File: config.mk
export PLATFORM = sky130hd
export DESIGN_NAME = fixed_float_int_converter_flat
export DESIGN_NICKNAME = d
export VERILOG_FILES = /design/src/sv/ffic_pkg.sv /design/src/sv/ffic_in_if.sv /design/src/sv/ffic_out_if.sv /design/src/sv/ffic_conv.sv /design/src/sv/fixed_float_int_converter.sv /design/src/flat_wrapper.sv
export SDC_FILE = /design/constraint.sdc
export NUM_CORES = 1
export LEC_CHECK = 0
export ABC_AREA = 1
export BUFFER_PORTS_ARGS = -buffer_cell sky130_fd_sc_hd__buf_2
export CAP_MARGIN = 20
export CORE_MARGIN = 10
export CORE_UTILIZATION = 40
export CTS_CLUSTER_DIAMETER = 40
export CTS_CLUSTER_SIZE = 40
export DETAILED_ROUTE_END_ITERATION = 12
export GPL_ROUTABILITY_DRIVEN = 0
export PLACE_DENSITY = 0.69
export SLEW_MARGIN = 20
export SYNTH_ARGS = -nofsm -noshare
export SYNTH_HDL_FRONTEND = slang
export SYNTH_HIERARCHICAL = 1
export SYNTH_SLANG_ARGS = --single-unit
File: constraint.sdc
create_clock -name i_clk -period 7.7 [get_ports i_clk]
set_input_delay 0.385 -clock i_clk [delete_from_list [all_inputs] [get_ports i_clk]]
set_output_delay 0.385 -clock i_clk [all_outputs]
set_load 0.01 [all_outputs]
File: src/sv/ffic_pkg.sv
// ----------------------------------------------------------------------------
// ffic_pkg
// Types and constants shared by the float / fixed / int converter.
// ----------------------------------------------------------------------------
`default_nettype none

package ffic_pkg;

    typedef enum logic [1:0] {
        OP_FLOAT_TO_FIXED = 2'd0,
        OP_FIXED_TO_FLOAT = 2'd1,
        OP_FIXED_TO_INT   = 2'd2,
        OP_INT_TO_FIXED   = 2'd3
    } t_op;

    typedef struct packed {
        logic [31:0] bits;
        logic        overflow;
    } t_result;

    localparam logic [31:0] POS_SAT   = 32'h7FFF_FFFF;
    localparam logic [31:0] NEG_SAT   = 32'h8000_0000;
    localparam int          EXP_BIAS  = 127;
    localparam int          MANT_BITS = 23;
    localparam logic [7:0]  EXP_SPECIAL = 8'hFF;

endpackage

`default_nettype wire

File: src/sv/ffic_in_if.sv
// ----------------------------------------------------------------------------
// ffic_in_if
// Request channel: operation select and 32-bit operand.
// ----------------------------------------------------------------------------
`default_nettype none

interface ffic_in_if;
    logic        valid;
    logic        ready;
    logic [1:0]  operation;
    logic [31:0] operand_bits;

    modport source (output valid, output operation, output operand_bits, input ready);
    modport sink   (input valid, input operation, input operand_bits, output ready);
endinterface

`default_nettype wire

File: src/sv/ffic_out_if.sv
// ----------------------------------------------------------------------------
// ffic_out_if
// Result channel: 32-bit result and overflow flag.
// ----------------------------------------------------------------------------
`default_nettype none

interface ffic_out_if;
    logic        valid;
    logic        ready;
    logic [31:0] result_bits;
    logic        overflow;

    modport source (output valid, output result_bits, output overflow, input ready);
    modport sink   (input valid, input result_bits, input overflow, output ready);
endinterface

`default_nettype wire

File: src/sv/ffic_conv.sv
// ----------------------------------------------------------------------------
// ffic_conv
// Combinational conversion datapath for all four operations.
// ----------------------------------------------------------------------------
`default_nettype none

module ffic_conv #(
    parameter int FRACTION_BITS = 8
) (
    input  ffic_pkg::t_op     i_op,
    input  logic [31:0]       i_operand,
    output ffic_pkg::t_result o_result
);
    import ffic_pkg::*;

    // shift that places the mantissa lsb at the fixed-point lsb
    localparam int ALIGN     = FRACTION_BITS - EXP_BIAS - MANT_BITS;
    localparam int MAX_LSH   = 31 - MANT_BITS;
    localparam int MAX_RSH   = MANT_BITS + 1;
    localparam int FX_BIAS   = EXP_BIAS - FRACTION_BITS;

    // float to fixed
    logic              f_neg;
    logic [7:0]        f_exp;
    logic [23:0]       f_mant;
    logic signed [9:0] f_sh;
    logic [4:0]        f_rsh;
    logic [24:0]       f_rnd_vec;
    logic [32:0]       f_mag;
    logic [32:0]       f_limit;
    t_result           f2x;

    // fixed to float
    logic [31:0]       x_mag;
    logic [4:0]        x_lead;
    logic [31:0]       x_norm;
    logic [7:0]        x_exp;
    t_result           x2f;

    // fixed to int
    logic [31:0]       x_floor;
    t_result           x2i;

    // int to fixed
    logic [FRACTION_BITS:0] i_top;
    t_result                i2x;

    always_comb begin
        f_neg     = i_operand[31];
        f_exp     = i_operand[30:23];
        f_mant    = {1'b1, i_operand[22:0]};
        f_sh      = $signed({2'b00, f_exp}) + 10'(ALIGN);
        f_rsh     = 5'(-f_sh);
        f_rnd_vec = {f_mant, 1'b0} >> f_rsh;
        f_limit   = f_neg ? {1'b0, NEG_SAT} : {1'b0, POS_SAT};
        f_mag     = '0;
        if (f_sh >= 10'sd0) begin
            f_mag = {9'd0, f_mant} << f_sh[3:0];
        end else if (f_sh >= -10'(MAX_RSH)) begin
            // round half away from zero on the magnitude
            f_mag = {9'd0, f_rnd_vec[24:1]} + {32'd0, f_rnd_vec[0]};
        end
        f2x.overflow = 1'b0;
        f2x.bits     = f_neg ? (32'd0 - f_mag[31:0]) : f_mag[31:0];
        if (f_exp == 8'd0) begin
            f2x.bits = '0;
        end else if (f_exp == EXP_SPECIAL || f_sh > 10'(MAX_LSH) || f_mag > f_limit) begin
            f2x.bits     = f_neg ? NEG_SAT : POS_SAT;
            f2x.overflow = 1'b1;
        end
    end

    always_comb begin
        x_mag  = i_operand[31] ? (32'd0 - i_operand) : i_operand;
        x_lead = '0;
        for (int i = 0; i < 32; i++) begin
            if (x_mag[i]) begin
                x_lead = 5'(i);
            end
        end
        x_norm       = x_mag << (5'd31 - x_lead);
        x_exp        = 8'(x_lead) + 8'(FX_BIAS);
        x2f.overflow = 1'b0;
        x2f.bits     = (i_operand == 32'd0) ? 32'd0 : {i_operand[31], x_exp, x_norm[30:8]};
    end

    always_comb begin
        x_floor      = 32'($signed(i_operand) >>> FRACTION_BITS);
        x2i.overflow = 1'b0;
        x2i.bits     = x_floor + {31'd0, i_operand[FRACTION_BITS-1]};
    end

    always_comb begin
        // fits when the bits shifted out and the new sign bit all equal the sign
        i_top        = i_operand[31:31-FRACTION_BITS];
        i2x.overflow = !((i_top == '0) || (i_top == '1));
        i2x.bits     = i2x.overflow ? (i_operand[31] ? NEG_SAT : POS_SAT)
                                    : (i_operand << FRACTION_BITS);
    end

    always_comb begin
        unique case (i_op)
            OP_FLOAT_TO_FIXED: o_result = f2x;
            OP_FIXED_TO_FLOAT: o_result = x2f;
            OP_FIXED_TO_INT:   o_result = x2i;
            OP_INT_TO_FIXED:   o_result = i2x;
            default:           o_result = '0;
        endcase
    end

endmodule

`default_nettype wire

File: src/sv/fixed_float_int_converter.sv
// the request is registered in the input stage and the result in the output stage
// throughput: one request per cycle; both stages advance together when downstream is ready
// the conversion itself is one pass through ffic_conv between the two registers
// reset: synchronous active-low i_rst_n clears both stage valid flags; no other state
// ----------------------------------------------------------------------------
// fixed_float_int_converter
// Converts between single-precision float, 32-bit int and signed fixed point.
// ----------------------------------------------------------------------------
`default_nettype none

module fixed_float_int_converter #(
    parameter int FRACTION_BITS = 8
) (
    input  logic              i_clk,
    input  logic              i_rst_n,
    ffic_in_if.sink           i_req,
    ffic_out_if.source        o_rsp
);
    import ffic_pkg::*;

    logic        r_in_valid;
    t_op         r_in_op;
    logic [31:0] r_in_bits;
    logic        r_out_valid;
    t_result     r_out;
    t_result     n_out;
    logic        out_adv;
    logic        in_adv;

    assign out_adv     = !r_out_valid || o_rsp.ready;
    assign in_adv      = !r_in_valid || out_adv;
    assign i_req.ready = in_adv;

    always_ff @(posedge i_clk) begin
        if (!i_rst_n) begin
            r_in_valid <= 1'b0;
        end else if (in_adv) begin
            r_in_valid <= i_req.valid;
        end
    end

    always_ff @(posedge i_clk) begin
        if (in_adv && i_req.valid) begin
            r_in_op   <= t_op'(i_req.operation);
            r_in_bits <= i_req.operand_bits;
        end
    end

    ffic_conv #(
        .FRACTION_BITS (FRACTION_BITS)
    ) u_conv (
        .i_op      (r_in_op),
        .i_operand (r_in_bits),
        .o_result  (n_out)
    );

    always_ff @(posedge i_clk) begin
        if (!i_rst_n) begin
            r_out_valid <= 1'b0;
        end else if (out_adv) begin
            r_out_valid <= r_in_valid;
        end
    end

    always_ff @(posedge i_clk) begin
        if (out_adv && r_in_valid) begin
            r_out <= n_out;
        end
    end

    assign o_rsp.valid       = r_out_valid;
    assign o_rsp.result_bits = r_out.bits;
    assign o_rsp.overflow    = r_out.overflow;

`ifndef SYNTHESIS
    // a result only appears after a request was held in the input stage
    a_out_from_in: assert property (@(posedge i_clk) disable iff (!i_rst_n)
        $rose(r_out_valid) |-> $past(r_in_valid))
        else $error("result valid without a pending request");

    // back-pressure only when both stages are full and the result is stalled
    a_ready_low: assert property (@(posedge i_clk) disable iff (!i_rst_n)
        !i_req.ready |-> (r_in_valid && r_out_valid && !o_rsp.ready))
        else $error("request refused while a stage was free");

    // fixed to float and fixed to int never overflow
    a_no_ovf: assert property (@(posedge i_clk) disable iff (!i_rst_n)
        (r_in_valid && (r_in_op == OP_FIXED_TO_FLOAT || r_in_op == OP_FIXED_TO_INT))
            |-> !n_out.overflow)
        else $error("overflow on a non-saturating operation");

    // an overflow always comes with a saturated value
    a_ovf_sat: assert property (@(posedge i_clk) disable iff (!i_rst_n)
        (r_in_valid && n_out.overflow) |-> (n_out.bits == POS_SAT || n_out.bits == NEG_SAT))
        else $error("overflow without saturation");
`endif

endmodule

`default_nettype wire

File: src/flat_wrapper.sv
// flat-port wrapper written by rule: the top's interface ports become plain ports
module fixed_float_int_converter_flat import ffic_pkg::*;
#(
    parameter int FRACTION_BITS = 8
)
  (i_clk, i_rst_n, i_req_valid, i_req_operation, i_req_operand_bits, i_req_ready, o_rsp_valid, o_rsp_result_bits, o_rsp_overflow, o_rsp_ready);
  ffic_in_if i_req_i ();
  ffic_out_if o_rsp_i ();
  input  logic i_clk;
  input  logic i_rst_n;
  input wire logic [$bits(i_req_i.valid)-1:0] i_req_valid;
  input wire logic [$bits(i_req_i.operation)-1:0] i_req_operation;
  input wire logic [$bits(i_req_i.operand_bits)-1:0] i_req_operand_bits;
  output wire logic [$bits(i_req_i.ready)-1:0] i_req_ready;
  output wire logic [$bits(o_rsp_i.valid)-1:0] o_rsp_valid;
  output wire logic [$bits(o_rsp_i.result_bits)-1:0] o_rsp_result_bits;
  output wire logic [$bits(o_rsp_i.overflow)-1:0] o_rsp_overflow;
  input wire logic [$bits(o_rsp_i.ready)-1:0] o_rsp_ready;
  assign i_req_i.valid = i_req_valid;
  assign i_req_i.operation = i_req_operation;
  assign i_req_i.operand_bits = i_req_operand_bits;
  assign i_req_ready = i_req_i.ready;
  assign o_rsp_valid = o_rsp_i.valid;
  assign o_rsp_result_bits = o_rsp_i.result_bits;
  assign o_rsp_overflow = o_rsp_i.overflow;
  assign o_rsp_i.ready = o_rsp_ready;
  fixed_float_int_converter #(.FRACTION_BITS(FRACTION_BITS)) u_core (.i_clk(i_clk), .i_rst_n(i_rst_n), .i_req(i_req_i), .o_rsp(o_rsp_i));
endmodule
==> impl_metrics.tcl <==
set metrics [dict create \
    finalCriticalPeriod_ns 7.11 \
    final_nets 1994 \
    setup_ws_ns 0.595 \
    synth-async-reset-ratio_pct 0 \
    power_frac_clock_pct 23.9 \
    internal_power_mw 1.03 \
    dp_slack_ns 0.634 \
    die_h_um 185 \
    avgRoutedWirePerCell_um 19.6 \
    setup-violations-final 0 \
    rows 60 \
    outcome "finished, final reports clean" \
    hp-class "primary input to flop" \
    num_vias 13700 \
    dominantRegCellSynth "edfxtp_1" \
    fin_cells 2255 \
    worst_ep_required_time_ns 7.90 \
    r2r_slack_ns 0.59 \
    crit_slowest_cell "a21oi_4" \
    cts-root-buf "clkbuf_16" \
    total_leakage_power_nw 5.55 \
    finalSetupTns_ns 0 \
    combPwrFrac_pct 51.4 \
    peakVddDrop_v 0.0000975 \
    grt_max_degree 64 \
    cts_hold_buf 0 \
    slew_headroom_pct 34.3 \
    routed_wl_um 44100 \
    cp-start-kind "flop" \
    hold_viol_final 0 \
    power_frac_seq_pct 24.8 \
    clk_pin_slew_worst_paths_ns 0.07 \
    criticalPathCategory "flop to flop" \
    grt_pass1_vias 12100 \
    max_cap_viol_count 0 \
    clkSinkCount 69 \
    antennaDiodeCount 0 \
    path_max_fanout 31 \
    clock_skew_ns 0.0155 \
    tightest_slew_ns 0.981 \
    die_x_um 185 \
    grt_pass1_wl_um 67700 \
    swShare_pct 47.3 \
    fmaxAchievable_mhz 141 \
    drtAntennaViolNets 0 \
    cp_top_family "simple AND/OR/NAND/NOR gates" \
    critPathMaxStageDelay_ns 0.61 \
    period_share_pct 92.3 \
    grt_antenna_before_repair 0 \
    syn-cell-area_um2 10900 \
    critPathBufInv 7 \
    fillCellCount 2851 \
    first_iter_violations 2284 \
    synth_fp_nets 1971 \
    clk_latency_ns 0.35 \
    synthCells 1886 \
    clock_path_buffers 2 \
    ys_seq_area_share_pct 18.8 \
    grt_overflow_total 0 \
    route.detailed.drc 0 \
    drive_gt1_share_pct 10.3 \
    synthToLayoutAreaGrowth_pct 9.23 \
    io-pin-count 73 \
    core_area_um2 27000 \
    viasPerCell 6.08 \
    utilization_pct 44.3 \
    ys_ff_latch 69 \
    final_common_cell "nand2_1" \
    synth-edff-count 67 \
    start_util_pct 40.5 \
    power.density_nw_per_um2 163 \
    numCtsBuffers 9 \
    grt_usage_pct 25.2 \
    timing.final.max_slew_violations 0 \
    dp_hpwl_um 34300 \
    dp_cells 2237 \
    die-area_um2 34300 \
    synth_cell_types 61 \
    cp.arrival_ns 7.31 \
    port_buffers 72 \
    dr.pass1.iters 7 \
    syn_avg_cell_area_um2 5.79 \
    power.switching_mw 0.923 \
    endpoint_kind "flop" \
    htree_levels 3 \
    ys_warn_count 6 \
    cts_tree "done" \
    final_cell_mix "nand2_1, nand3_1, nor2_1, o21ai_0, inv_1" \
]
[power groups by stage]
stage                     Combinational, mW  Sequential, mW  Clock [mW]
after floorplan                       0.686           0.478           0
after global placement                0.943           0.488           0
final                                  1.00           0.483       0.466
after detailed placement              0.951           0.489           0
after CTS                             0.955           0.480       0.471
after global routing                   1.10           0.484       0.490
[metal layers]
metal  global-route usage, %  up-vias  wire, µm  part of all wire, %
met5                       0        -         0                    0
met4                    10.6        0      2090                  4.7
met3                    5.98      151      5790                   13
met2                    37.8      982     18600                   42
met1                    33.6     6202     17600                   40
li1                        -     6365         -                    -
[metrics by stage]
stage                     total power, mW  hold slack (ns)  instance area [µm²]
after floorplan                      1.16            0.461                10900
after global routing                 2.08            0.195                11900
after CTS                            1.91            0.192                11900
after detailed placement             1.44            0.502                11600
final                                1.95            0.200                11900
after global placement               1.43            0.483                11600
[final cells by class]
| type | count | area (µm²) | share of cell area [%] |
|---|---|---|---|
| Multi-Input combinational cell | 1531 | 7790 | 65.2 |
| Timing Repair Buffer | 99 | 596 | 4.99 |
| Clock inverter | 7 | 90.1 | 0.755 |
| Clock buffer | 9 | 225 | 1.89 |
| Inverter | 199 | 761 | 6.37 |
| Sequential cell | 69 | 2050 | 17.2 |
| Tap cell | 341 | 427 | 3.57 |
[Yosys cell counts, types with 5 or more instances]
cell type	n	share of area (%)
nand2_1	531	18
nand3_1	225	10
nor2_1	192	6.6
inv_1	183	6.3
o21ai_0	182	8.3
a21oi_1	73	3.3
edfxtp_1	67	18
clkbuf_1	58	2.0
ha_1	47	5.4
nor3_1	36	1.6
nand4_1	33	1.9
xor2_1	32	2.6
o21ai_1	21	0.96
buf_2	16	0.73
nand2_2	14	0.80
nor2_2	13	0.74
o22ai_1	11	0.63
inv_2	10	0.34
or2_2	10	0.57
nand3b_1	9	0.62
buf_1	8	0.27
nor4_1	8	0.46
o31ai_1	8	0.55
a211oi_1	7	0.48
a31oi_1	7	0.40
mux2i_1	7	0.64
o211ai_1	7	0.48
nand3_2	6	0.55
nor2_4	5	0.52
nor3_2	5	0.46
o21a_1	5	0.34
[state kept, by name (all words and copies together), names as in the netlist]
signal and count:
u_core/r_in_bits 32, u_core/o_rsp.valid 1, u_core/r_in_valid 1, u_core/o_rsp.overflow 1, u_core/r_in_op 2, u_core/o_rsp.result_bits 32
[repair_timing]
action / 4_1_cts / 5_1_grt
endpoints found under the hold margin: 0 / 0
setup endpoints to repair: 0 / 16
buffers inserted: 0 / 1
gates resized for setup: 0 / 4
[cells by family (layout without fill, tap and decap cells)]
group / Yosys count / after routing / synth area share (%)
xor gates and xnor gates: 36 / 36 / 3.23
and+or+nand+nor: 1094 / 1094 / 44.1
DFF: 69 / 69 / 18.8
muxes: 7 / 7 / 0.641
AOI/OAI and AO/OA: 347 / 347 / 17.6
buffers and inverters: 286 / 314 / 10.3
adders and majority gates: 47 / 47 / 5.38
[final timing paths]
path                          startpoint                      endpoint  cells past startpoint
setup / recovery    u_core/r_in_bits[25]  u_core/o_rsp.result_bits[16]                     42
hold / removal    i_req_operand_bits[20]          u_core/r_in_bits[20]                      1
setup reg to reg    u_core/r_in_bits[25]  u_core/o_rsp.result_bits[16]                     42
hold reg to reg        u_core/r_in_valid             u_core/r_in_valid                      2
No activity file was read; power rests on OpenSTA's default activity.
